===== src/sv/gps_pkg.sv =====
`timescale 1ns / 1ps

package gps_pkg;

    // Serial command letters.
    localparam logic [7:0] CHR_DELAY = 8'h44;  // 'D'
    localparam logic [7:0] CHR_PULSE = 8'h50;  // 'P'
    localparam logic [7:0] CHR_GO    = 8'h47;  // 'G'

    localparam int unsigned COUNT_W     = 32;
    localparam int unsigned POWER_OFF_W = 26;

    localparam logic [COUNT_W-1:0]     COUNT_RESET     = 32'd10000;
    localparam logic [POWER_OFF_W-1:0] POWER_OFF_RESET = 26'd6250000;

    // Register byte offsets (one 32-bit register).
    localparam logic [2:0] REG_POWER_OFF = 3'd0;

    typedef enum logic [1:0] {
        PM_IDLE  = 2'd0,
        PM_DELAY = 2'd1,
        PM_PULSE = 2'd2
    } parse_mode_t;

    typedef enum logic [2:0] {
        PH_IDLE  = 3'd0,
        PH_OFF   = 3'd1,
        PH_WAIT  = 3'd2,
        PH_DELAY = 3'd3,
        PH_PULSE = 3'd4
    } phase_t;

    // Parser to sequencer: start request and the loaded timing values.
    typedef struct packed {
        logic               go;
        logic [COUNT_W-1:0] delay_count;
        logic [COUNT_W-1:0] pulse_count;
    } gps_cmd_t;

    // One result item, highest bit first in the packed order below.
    typedef struct packed {
        logic byte_dropped;
        logic busy_res;
        logic glitch_out;
        logic power_enable;
    } gps_result_t;

endpackage


===== src/sv/gps_cmd_parser.sv =====
`timescale 1ns / 1ps

module gps_cmd_parser (
    input  logic            aclk,
    input  logic            aresetn,
    input  logic            byte_en,     // byte taken by the parser this cycle
    input  logic [7:0]      byte_value,
    output gps_pkg::gps_cmd_t cmd
);

    gps_pkg::parse_mode_t              mode_reg, mode_next;
    logic [1:0]                        index_reg, index_next;
    logic [gps_pkg::COUNT_W-1:0]       shift_reg, shift_next;
    logic [gps_pkg::COUNT_W-1:0]       delay_reg, delay_next;
    logic [gps_pkg::COUNT_W-1:0]       pulse_reg, pulse_next;
    logic                              go;

    always_comb begin
        mode_next  = mode_reg;
        index_next = index_reg;
        shift_next = shift_reg;
        delay_next = delay_reg;
        pulse_next = pulse_reg;
        go         = 1'b0;
        if (byte_en) begin
            case (mode_reg)
                gps_pkg::PM_DELAY, gps_pkg::PM_PULSE: begin
                    // Value bytes arrive little-endian; any byte counts as data.
                    case (index_reg)
                        2'd0:    shift_next[7:0]   = shift_reg[7:0]   | byte_value;
                        2'd1:    shift_next[15:8]  = shift_reg[15:8]  | byte_value;
                        2'd2:    shift_next[23:16] = shift_reg[23:16] | byte_value;
                        default: shift_next[31:24] = shift_reg[31:24] | byte_value;
                    endcase
                    if (index_reg == 2'd3) begin
                        if (mode_reg == gps_pkg::PM_DELAY) begin
                            delay_next = shift_next;
                        end else begin
                            pulse_next = shift_next;
                        end
                        mode_next  = gps_pkg::PM_IDLE;
                        index_next = 2'd0;
                    end else begin
                        index_next = index_reg + 2'd1;
                    end
                end
                default: begin
                    mode_next  = gps_pkg::PM_IDLE;
                    index_next = 2'd0;
                    if (byte_value == gps_pkg::CHR_DELAY) begin
                        mode_next  = gps_pkg::PM_DELAY;
                        shift_next = '0;
                    end else if (byte_value == gps_pkg::CHR_PULSE) begin
                        mode_next  = gps_pkg::PM_PULSE;
                        shift_next = '0;
                    end else if (byte_value == gps_pkg::CHR_GO) begin
                        go = 1'b1;
                    end
                end
            endcase
        end
    end

    always_ff @(posedge aclk) begin
        if (!aresetn) begin
            mode_reg  <= gps_pkg::PM_IDLE;
            index_reg <= 2'd0;
            shift_reg <= '0;
            delay_reg <= gps_pkg::COUNT_RESET;
            pulse_reg <= gps_pkg::COUNT_RESET;
        end else begin
            mode_reg  <= mode_next;
            index_reg <= index_next;
            shift_reg <= shift_next;
            delay_reg <= delay_next;
            pulse_reg <= pulse_next;
        end
    end

    // The start request is seen in the same cycle; the counts are the stored
    // ones, since a sequence never runs in the cycle that a byte is parsed.
    assign cmd.go          = go;
    assign cmd.delay_count = delay_reg;
    assign cmd.pulse_count = pulse_reg;

endmodule


===== src/sv/gps_sequencer.sv =====
`timescale 1ns / 1ps

module gps_sequencer (
    input  logic                              aclk,
    input  logic                              aresetn,
    input  logic                              step,          // one tick accepted
    input  logic                              byte_valid,
    input  logic                              trigger_level,
    input  logic [gps_pkg::POWER_OFF_W-1:0]   power_off_ticks,
    input  gps_pkg::gps_cmd_t                 cmd,
    output logic                              busy,          // sequence running now
    output gps_pkg::gps_result_t              result         // state after this tick
);

    gps_pkg::phase_t               phase_reg, phase_next;
    logic [gps_pkg::COUNT_W-1:0]   tick_reg, tick_next;
    logic                          power_reg, power_next;
    logic [gps_pkg::COUNT_W-1:0]   tick_inc;

    assign busy     = (phase_reg != gps_pkg::PH_IDLE);
    assign tick_inc = tick_reg + 32'd1;

    // Next state.
    always_comb begin
        phase_next = phase_reg;
        tick_next  = tick_reg;
        power_next = power_reg;
        case (phase_reg)
            gps_pkg::PH_IDLE: begin
                if (cmd.go) begin
                    phase_next = gps_pkg::PH_OFF;
                    tick_next  = '0;
                    power_next = 1'b0;
                end
            end
            gps_pkg::PH_OFF: begin
                // The tick that took 'G' already counts as one off tick.
                tick_next = tick_inc;
                if (tick_inc >= {{(gps_pkg::COUNT_W-gps_pkg::POWER_OFF_W){1'b0}},
                                 power_off_ticks}) begin
                    power_next = 1'b1;
                    phase_next = gps_pkg::PH_WAIT;
                    tick_next  = '0;
                end
            end
            gps_pkg::PH_WAIT: begin
                if (trigger_level) begin
                    tick_next = '0;
                    if (cmd.delay_count != '0) begin
                        phase_next = gps_pkg::PH_DELAY;
                    end else if (cmd.pulse_count != '0) begin
                        phase_next = gps_pkg::PH_PULSE;
                    end else begin
                        phase_next = gps_pkg::PH_IDLE;
                    end
                end
            end
            gps_pkg::PH_DELAY: begin
                tick_next = tick_inc;
                if (tick_inc >= cmd.delay_count) begin
                    tick_next  = '0;
                    phase_next = (cmd.pulse_count != '0) ? gps_pkg::PH_PULSE
                                                         : gps_pkg::PH_IDLE;
                end
            end
            gps_pkg::PH_PULSE: begin
                tick_next = tick_inc;
                if (tick_inc >= cmd.pulse_count) begin
                    tick_next  = '0;
                    phase_next = gps_pkg::PH_IDLE;
                end
            end
            default: begin
                phase_next = gps_pkg::PH_IDLE;
            end
        endcase
    end

    // Outputs.
    always_comb begin
        result.power_enable = power_next;
        result.glitch_out   = (phase_next == gps_pkg::PH_PULSE);
        result.busy_res     = (phase_next != gps_pkg::PH_IDLE);
        result.byte_dropped = busy & byte_valid;
    end

    always_ff @(posedge aclk) begin
        if (!aresetn) begin
            phase_reg <= gps_pkg::PH_IDLE;
            tick_reg  <= '0;
            power_reg <= 1'b0;
        end else if (step) begin
            phase_reg <= phase_next;
            tick_reg  <= tick_next;
            power_reg <= power_next;
        end
    end

endmodule


===== src/sv/gps_out_stage.sv =====
`timescale 1ns / 1ps

module gps_out_stage (
    input  logic                 aclk,
    input  logic                 aresetn,
    input  logic                 load,       // new result from an accepted tick
    input  gps_pkg::gps_result_t result,
    output logic                 free,       // register empty or emptying now
    output logic                 m_axis_tvalid,
    input  logic                 m_axis_tready,
    output logic [7:0]           m_axis_tdata
);

    logic                 valid_reg, valid_next;
    gps_pkg::gps_result_t data_reg;

    assign free = !valid_reg || m_axis_tready;

    always_comb begin
        valid_next = valid_reg;
        if (load) begin
            valid_next = 1'b1;
        end else if (m_axis_tready) begin
            valid_next = 1'b0;
        end
    end

    always_ff @(posedge aclk) begin
        if (!aresetn) begin
            valid_reg <= 1'b0;
        end else begin
            valid_reg <= valid_next;
        end
    end

    always_ff @(posedge aclk) begin
        if (load) begin
            data_reg <= result;
        end
    end

    assign m_axis_tvalid = valid_reg;
    assign m_axis_tdata  = {4'b0000, data_reg};

endmodule


===== src/sv/glitch_pulse_sequencer.sv =====
`timescale 1ns / 1ps

// Channel   Direction  Ports                       Contents
// -------   ---------  --------------------------  --------------------------------
// s_axis    in         tvalid tready tdata tuser   one clock tick: serial byte, trigger
// m_axis    out        tvalid tready tdata         one status word per tick
// apb       in/out     psel penable pwrite paddr   power_off_ticks at offset 0
//                      pwdata prdata pready
//
// Every tick transfer yields exactly one result transfer, offered in the cycle after acceptance.
// A new tick is accepted in every cycle; the only limit is the single output
// register, which must be empty or be emptied in the same cycle.
// aresetn is synchronous and active low; it restores the command parser, the
// sequencer (idle, target power off) and the power-off register to their defaults.
// When m_axis stalls with a result pending, s_axis_tready drops and no tick is lost.

module glitch_pulse_sequencer (
    input  logic        aclk,
    input  logic        aresetn,

    input  logic        s_axis_tvalid,
    output logic        s_axis_tready,
    input  logic [15:0] s_axis_tdata,   // [7:0] byte_value, [8] trigger_level, rest zero
    input  logic        s_axis_tuser,   // [0] byte_valid

    output logic        m_axis_tvalid,
    input  logic        m_axis_tready,
    output logic [7:0]  m_axis_tdata,   // [0] power_enable, [1] glitch_out,
                                        // [2] busy_res, [3] byte_dropped, rest zero

    input  logic        psel,
    input  logic        penable,
    input  logic        pwrite,
    input  logic [2:0]  paddr,
    input  logic [31:0] pwdata,
    output logic [31:0] prdata,
    output logic        pready
);

    logic                              accept;
    logic                              out_free;
    logic                              busy;
    logic                              parse_en;
    logic [gps_pkg::POWER_OFF_W-1:0]   power_off_reg;
    logic                              reg_sel;
    gps_pkg::gps_cmd_t                 cmd;
    gps_pkg::gps_result_t              result;

    // Configuration register. Bit 2 of the address picks the register; the low
    // two bits address bytes within the word and are ignored.
    assign pready  = 1'b1;
    assign reg_sel = ({paddr[2], 2'b00} == gps_pkg::REG_POWER_OFF);

    always_ff @(posedge aclk) begin
        if (!aresetn) begin
            power_off_reg <= gps_pkg::POWER_OFF_RESET;
        end else if (psel && penable && pwrite && pready && reg_sel) begin
            power_off_reg <= pwdata[gps_pkg::POWER_OFF_W-1:0];
        end
    end

    assign prdata = reg_sel ? {{(32-gps_pkg::POWER_OFF_W){1'b0}}, power_off_reg} : 32'd0;

    // A tick transfer is accepted whenever the output register can take its result.
    assign s_axis_tready = out_free;
    assign accept        = s_axis_tvalid && s_axis_tready;

    // Bytes reach the parser only while no sequence runs; otherwise they are
    // dropped and flagged in the result.
    assign parse_en = accept && s_axis_tuser && !busy;

    gps_cmd_parser u_parser (
        .aclk       (aclk),
        .aresetn    (aresetn),
        .byte_en    (parse_en),
        .byte_value (s_axis_tdata[7:0]),
        .cmd        (cmd)
    );

    gps_sequencer u_sequencer (
        .aclk            (aclk),
        .aresetn         (aresetn),
        .step            (accept),
        .byte_valid      (s_axis_tuser),
        .trigger_level   (s_axis_tdata[8]),
        .power_off_ticks (power_off_reg),
        .cmd             (cmd),
        .busy            (busy),
        .result          (result)
    );

    gps_out_stage u_out (
        .aclk          (aclk),
        .aresetn       (aresetn),
        .load          (accept),
        .result        (result),
        .free          (out_free),
        .m_axis_tvalid (m_axis_tvalid),
        .m_axis_tready (m_axis_tready),
        .m_axis_tdata  (m_axis_tdata)
    );

endmodule

===== config.mk =====
export PLATFORM = sky130hd
export DESIGN_NAME = glitch_pulse_sequencer
export DESIGN_NICKNAME = d
export VERILOG_FILES = /design/src/sv/gps_pkg.sv /design/src/sv/gps_cmd_parser.sv /design/src/sv/gps_sequencer.sv /design/src/sv/gps_out_stage.sv /design/src/sv/glitch_pulse_sequencer.sv
export SDC_FILE = /design/constraint.sdc
export NUM_CORES = 1
export LEC_CHECK = 0
export CAP_MARGIN = 10
export CORE_MARGIN = 2
export CORE_UTILIZATION = 60
export CTS_CLUSTER_SIZE = 12
export DETAILED_ROUTE_END_ITERATION = 10
export DONT_BUFFER_PORTS = 1
export PLACE_DENSITY = 0.76
export SLEW_MARGIN = 20
export SYNTH_ARGS = -nofsm -noshare
export SYNTH_HDL_FRONTEND = slang
export SYNTH_SLANG_ARGS = --single-unit

===== constraint.sdc =====
create_clock -name aclk -period 5 [get_ports aclk]
set_clock_uncertainty 0.1 [all_clocks]
set_input_delay 0.75 -clock aclk [delete_from_list [all_inputs] [get_ports aclk]]
set_output_delay 0.75 -clock aclk [all_outputs]
set_load 0.1 [all_outputs]

==> summary.txt, run 1 <==
Status
  • Outcome: completed

Clocking
  • Num CTS Buffers: 17
  • TritonCTS clock tree: yes
  • CTS root buf: clkbuf_16
  • Reg clk slew, reported paths: 0.06 ns
  • Setup bufs post-CTS: 0
  • Clk_lat worst skew: 0.44 ns
  • Post-CTS Hold Fix Bufs: 0
  • CTS Sinks: 167
  • Bufs on Longest Clock Path: 2
  • CTS resizes: 0
  • Htree depth: 4

Timing
  • Crit share post-route: 91.2%
  • Setup TNS Final: 0 ns
  • Hold Vio Cnt, Final: 0
  • Max frequency: 0.219 GHz
  • # setup viols final: 0
  • Max-slew violations: 0
  • Max_slew headroom: 27.7%
  • Slew at the pin with the worst max-slew slack: 1.08 ns
  • Minimum clock period: 4.56 ns
  • Unrepaired setup endpoints after global routing: no

Pwr
  • Int Power: 2060 uW
  • Switch Pwr: 745 uW
  • Pwr dens: 272 mW/mm^2
  • Total Power: 2810 uW
  • Max IR drop VDD: 0.000289 V
  • Switching Fraction: 26.6%
  • Share of total power in sequential cells: 49.0%
  • Clock share of power: 44.2%
  • LEAKAGE: 0.00497 uW
  • Logic gate share of total power: 6.8%

Global route
  • Antenna violations before repair: 0
  • Global Route Usage Sum: 28.3%
  • First-pass GRT wire length: 37400 microns
  • Largest net degree at the start of global routing: 103
  • Number of global-route vias before repair: 7493
  • Remaining global-route overflow: 0

Drt
  • DR DRC count: 0
  • Routed vias: 8123
  • Detail Route Antenna Nets: 0
  • Drt wl/cell: 17.1 microns
  • Initial DRC Count: 681
  • Final wirelength: 23300 microns
  • Total iterations of the first detailed-routing run: 6
  • Via density: 5.95

Die
  • Starting density of the core: 60.9%
  • Chip width: 130 microns
  • Core ar.: 0.0157 sq mm
  • Die height: 130 microns
  • I/O pins: 102
  • Area of the die: 0.0170 sq mm
  • Site Rows: 46

Hold path
  • Start point of the worst hold path: aresetn
  • Hold depth: 1
  • Min-Delay Path Class: in -> reg
  • Hold Path Sink: power_off_reg[12]

Logic synthesis
  • Area share of the largest cell type after synthesis: 34.1%
  • Netlist cell types: 55
  • Most common cell in the netlist: nand2_1
  • Synthesis Warnings: 0
  • Ys async rst share: 0%
  • Most frequent cells after synthesis: nand2_1 (164), dfxtp_1 (163), a21oi_1 (99), ha_1 (97), inv_1 (97)
  • Area leader, netlist: dfxtp_1
  • Synth top area cells: dfxtp_1 (34%), ha_1 (13%), nand2_1 (6.4%), o211a_1 (5.8%), a21oi_1 (5.2%)
  • Average instance area after synthesis: 8.19 sq um
  • Post-synthesis cell area: 0.00957 sq mm
  • Number of flops mapped to enable cells by yosys: 4
  • Register area share after synthesis: 35.3%
  • Yosys reg bits: 167
  • Top FF cell, synth: dfxtp_1
  • Syn Inst Count: 1169

Worst setup path
  • Reg2reg end: u_sequencer.tick_reg[1]
  • Worst-path maximum fanout: 22
  • Worst Path Buf+Inv: 1
  • CP endpoint kind: flip-flop
  • Crit path largest cell delay: 0.41 ns
  • Reg2Reg Depth: 17
  • Startpoint Class: flip-flop
  • Critical path arrival: 4.78 ns
  • CP required: 5.22 ns
  • Crit-path slowest cell: or3_1
  • Worst R2R Start: u_sequencer.tick_reg[1]
  • Critical path class: reg -> reg
  • Crit path cell chain: ha_1, nand4_1, or3_1, nor2_1, nand4_1, and2_1, or2_2, ha_1, nand4_1, nor3_1, nand4_1, a31oi_1, nor4_2, buf_4, a32o_1, or2_4, a32o_1
  • CP most frequent cell: nand4_1
  • Top delay family on crit path: simple AND/OR/NAND/NOR gates
  • Reg-to-reg slack, setup: 0.44 ns

Final layout
  • Final core occ: 65.6%
  • Antenna Cells: 0
  • Share of layout cells above drive strength 1: 8.36%
  • Nets: 1293
  • Layout Area Growth over Synthesis: 7.61%
  • Fillers: 1328

Place
  • DP HPWL: 17400 microns
  • Port Buffers: 0
  • Gpl congestion: 0.900

Job
  • Maxcap violations: 0
[cells in the final DEF, fill, tap and decap left out, types with 11 or more instances in the layout]
| master | instances |
|---|---|
| o21ai_0 | 21 |
| dfxtp_1 | 163 |
| nor2_2 | 25 |
| nand4_1 | 26 |
| nand3_1 | 17 |
| nor2_1 | 69 |
| nor4_1 | 20 |
| buf_4 | 20 |
| inv_1 | 97 |
| ha_1 | 97 |
| o211ai_1 | 24 |
| or2_2 | 11 |
| o211a_1 | 55 |
| nor3_1 | 12 |
| a21boi_0 | 17 |
| nand2_1 | 164 |
| a21oi_1 | 99 |
| a32o_1 | 23 |
| and2_1 | 18 |
| clkbuf_16 | 17 |
| conb_1 | 11 |
| xnor2_1 | 12 |
[worst register-to-register path, stage by stage, from the launching register on]
cell and delay [ns]:
dfxtp_1 0.37, ha_1 0.25, nand4_1 0.13, or3_1 0.41
nor2_1 0.31, nand4_1 0.18, and2_1 0.20, or2_2 0.35
ha_1 0.31, nand4_1 0.07, nor3_1 0.25, nand4_1 0.14
a31oi_1 0.28, nor4_2 0.07, buf_4 0.17, a32o_1 0.22
or2_4 0.34, a32o_1 0.29
[power groups by stage]
stage | Clock [uW] | Sequential, uW | Combinational (uW)
floorplan | 0 | 1400 | 198
global placement | 0 | 1410 | 188
global route | 1310 | 1380 | 203
detailed placement | 0 | 1410 | 190
finish | 1240 | 1380 | 191
CTS | 1260 | 1380 | 190
[cell families after synthesis]
family	share of synthesized area, %
compound gates	21.4
flops	35.3
xor+xnor	1.92
fa+ha+maj	12.7
other cells	0.0784
buf+inv	7.54
simple gates	21.1
[through the flow]
step	hold slack, ns	cells	cell area, sq um	setup WS (ns)
after global placement	0.348	1334	9750	0.571
after global routing	0.301	1365	10300	0.194
after CTS	0.294	1365	10300	0.457
after floorplan	0.338	1178	9610	0.937
after detailed placement	0.355	1334	9750	0.488
final	0.317	1365	10300	0.440
[worst max path at each step]
stage	from	slack [ns]	end	cells past startpoint
final	u_sequencer.tick_reg[1]	0.44	u_sequencer.tick_reg[1]	17
after global routing	u_sequencer.tick_reg[1]	0.19	u_sequencer.tick_reg[26]	17
after CTS	u_sequencer.tick_reg[1]	0.46	u_sequencer.tick_reg[20]	17
after detailed placement	u_sequencer.tick_reg[1]	0.49	u_sequencer.tick_reg[7]	17
after global placement	u_sequencer.tick_reg[1]	0.57	u_sequencer.tick_reg[18]	17
after floorplan	u_sequencer.tick_reg[0]	0.94	u_out.m_axis_tdata[2]	13
[routing by layer]
| layer | share of wire, % | wire [microns] | track usage [%] | up-vias |
|---|---|---|---|---|
| met5 | 0 | 0 | 0 | - |
| met4 | 2.4 | 552 | 9.61 | 0 |
| met3 | 5.4 | 1270 | 5.41 | 44 |
| met2 | 47 | 10900 | 47.8 | 239 |
| met1 | 45 | 10600 | 36.2 | 3788 |
| li1 | - | - | - | 4052 |
[area by class of cell]
type	instances	area [sq um]	area share, %
tap	216	270	2.62
inverter	97	364	3.53
clock buffer	21	470	4.57
sequential	167	3380	32.8
clock inverter	10	86.3	0.838
timing repair buffer	20	150	1.46
multi-input combinational	834	5580	54.1
(Power assumes the default switching activity.)
==> run 2: changes to the inputs <==
--- a/config.mk
+++ b/config.mk
@@ -12,6 +12,7 @@
 export DETAILED_ROUTE_END_ITERATION = 10
 export DONT_BUFFER_PORTS = 1
 export PLACE_DENSITY = 0.76
+export RECOVER_POWER = 25
 export SLEW_MARGIN = 20
 export SYNTH_ARGS = -nofsm -noshare
 export SYNTH_HDL_FRONTEND = slang
==> summary.txt, run 2 (synthesized netlist as in run 1, its figures left out) <==
Worst setup path
  • Reg2Reg Depth: 8 (-9)
  • Critical path arrival: 4.75 ns (-0.03 ns)
  • CP required: 5.18 ns (-0.04 ns)
  • Worst R2R Start: u_out.m_axis_tvalid
  • Reg-to-reg slack, setup: 0.43 ns (about the same)
  • Reg2reg end: u_parser.shift_reg[13]
  • Startpoint Class: flip-flop
  • Critical Path Start: u_out.m_axis_tvalid
  • Worst-path maximum fanout: 32 (+45%)
  • Critical path class: reg -> reg
  • CP endpoint kind: flip-flop

Pwr
  • LEAKAGE: 0.00496 uW (-0.17%)
  • Share of total power in sequential cells: 49.1% (about the same)
  • Logic gate share of total power: 6.8% (about the same)
  • Pwr dens: 273 mW/mm^2 (+0.32%)
  • Int Power: 2060 uW (about the same)
  • Switch Pwr: 745 uW (about the same)
  • Clock share of power: 44.2% (about the same)
  • Max IR drop VDD: 0.000289 V (about the same)
  • Switching Fraction: 26.5% (about the same)

Clocking
  • Bufs on Longest Clock Path: 2 (unchanged)
  • CTS root buf: clkbuf_16
  • TritonCTS clock tree: yes
  • Post-CTS Hold Fix Bufs: 0 (unchanged)
  • Setup bufs post-CTS: 0 (unchanged)
  • Htree depth: 4 (unchanged)
  • CTS Sinks: 167 (unchanged)
  • Clk_lat worst skew: 0.44 ns (about the same)
  • Num CTS Buffers: 17 (unchanged)
  • CTS resizes: 0 (unchanged)
  • Reg clk slew, reported paths: 0.06 ns (about the same)

Final layout
  • Most common cell after layout, fill and taps aside: nand2_1
  • Nets: 1293 (unchanged)
  • Most frequent cells in the layout: nand2_1 (164), dfxtp_1 (163), a21oi_1 (99), inv_1 (97), ha_1 (97)
  • Share of layout cells above drive strength 1: 7.05% (-1.3 points)
  • Layout Area Growth over Synthesis: 7.19%
  • Post-route insts no fill: 1365 (unchanged)
  • Antenna Cells: 0 (unchanged)

Timing
  • Hold Vio Cnt, Final: 0 (unchanged)
  • Unrepaired setup endpoints after global routing: no
  • Max_slew headroom: -17.0% (-45 points)
  • Max-slew violations: 13 (+13)
  • Setup TNS Final: 0 ns (unchanged)
  • Slew at the pin with the worst max-slew slack: 1.75 ns (+0.667 ns)
  • # setup viols final: 0 (unchanged)
  • Minimum hold slack: 0.317 ns (-0.000281 ns)
  • Max frequency: 0.219 GHz (-0.33%)
  • Crit share post-route: 91.5% (+0.30 points)
  • Minimum clock period: 4.57 ns (+0.0149 ns)

Die
  • Starting density of the core: 60.9% (unchanged)
  • I/O pins: 102 (unchanged)
  • Area of the die: 0.0170 sq mm (unchanged)
  • Core ar.: 0.0157 sq mm (unchanged)
  • Die height: 130 microns (unchanged)
  • Site Rows: 46 (unchanged)
  • Chip width: 130 microns (unchanged)

Global route
  • First-pass GRT wire length: 37400 microns (unchanged)
  • Global Route Usage Sum: 28.3% (unchanged)
  • Antenna violations before repair: 0 (unchanged)
  • Largest net degree at the start of global routing: 103 (unchanged)
  • Remaining global-route overflow: 0 (unchanged)
  • Number of global-route vias before repair: 7493 (unchanged)

Drt
  • Drt wl/cell: 17.2 microns (+0.45%)
  • Initial DRC Count: 636 (-6.6%)
  • Detail Route Antenna Nets: 0 (unchanged)
  • Final wirelength: 23400 microns (+0.45%)
  • Total iterations of the first detailed-routing run: 8 (+2)
  • Via density: 5.97 (+0.27%)
  • DR DRC count: 0 (unchanged)
  • Routed vias: 8145 (+0.27%)

Place
  • DP HPWL: 17400 microns (unchanged)
  • Gpl congestion: 0.900 (unchanged)
  • Port Buffers: 0 (unchanged)
  • Dpl cells: 1334 (unchanged)

Hold path
  • Hold depth: 1 (unchanged)
  • Hold Path Sink: power_off_reg[12]
  • Min-Delay Path Class: in -> reg
  • Start point of the worst hold path: aresetn

Status
  • Outcome: complete, but fails checks
  • Failing checks: capacitance limit, slew limit

Job
  • Maxcap violations: 13 (+13)
[run 2: cell count changes in the layout (fill, tap and decap cells not counted)]
cell / change
buf_4: -2
nor2_2: -13
clkbuf_1: +2
and2_1: -1
nor2_1: +13
and2_0: +1
[run 2: power by group through the flow]
stage	sequential [uW]	clock, uW	combinational (uW)
floorplan	1400	0	198
global placement	1410	0	188
detailed placement	1410	0	190
CTS	1380	1260	190
global route	1380	1310	201
finish	1380	1240	189
[run 2: worst max path at each step]
stage	endpoint	depth (start not counted)
after floorplan	u_out.m_axis_tdata[2]	13
after global routing	u_parser.shift_reg[13]	8
after global placement	u_sequencer.tick_reg[18]	17
final	u_parser.shift_reg[13]	8
after detailed placement	u_sequencer.tick_reg[7]	17
after CTS	u_sequencer.tick_reg[20]	17
[run 2: cell type report]
class	instances	area, sq um
Clock buffer	21	470
Timing Repair Buffer	20	143
Fill cell	1342	5450
Sequential cell	167	3380
Clock inverter	10	86.3
Multi-Input combinational cell	834	5550
Tap cell	216	270
Inverter	97	364
[run 2: layer usage]
layer / vias to the layer above / global-route usage (%) / wire length, microns
li1: 4046 / - / -
met1: 3827 / 36.2 / 10600
met2: 234 / 47.8 / 11100
met3: 38 / 5.41 / 1250
met4: 0 / 9.61 / 471
met5: - / 0 / 0
[run 2: through the flow]
step	worst slack [ns]	power [uW]	utilization [%]	instance area, sq um
after floorplan	0.937	1600	-	9610
final	0.425	2800	65.3	10300
after global placement	0.571	1590	62.0	9750
after detailed placement	0.488	1600	62.0	9750
after CTS	0.457	2820	65.6	10300
after global routing	0.123	2880	65.3	10300
[run 2: worst max-delay path: stages, from the launching register on]
cell and delay (ns):
dfxtp_1 0.64, nand2b_1 0.20, clkbuf_1 0.91, and2_0 0.67, nand3_1 0.35, a21oi_1 0.53, nand2_1 0.11, nand2_1 0.76
nor2_1 0.12
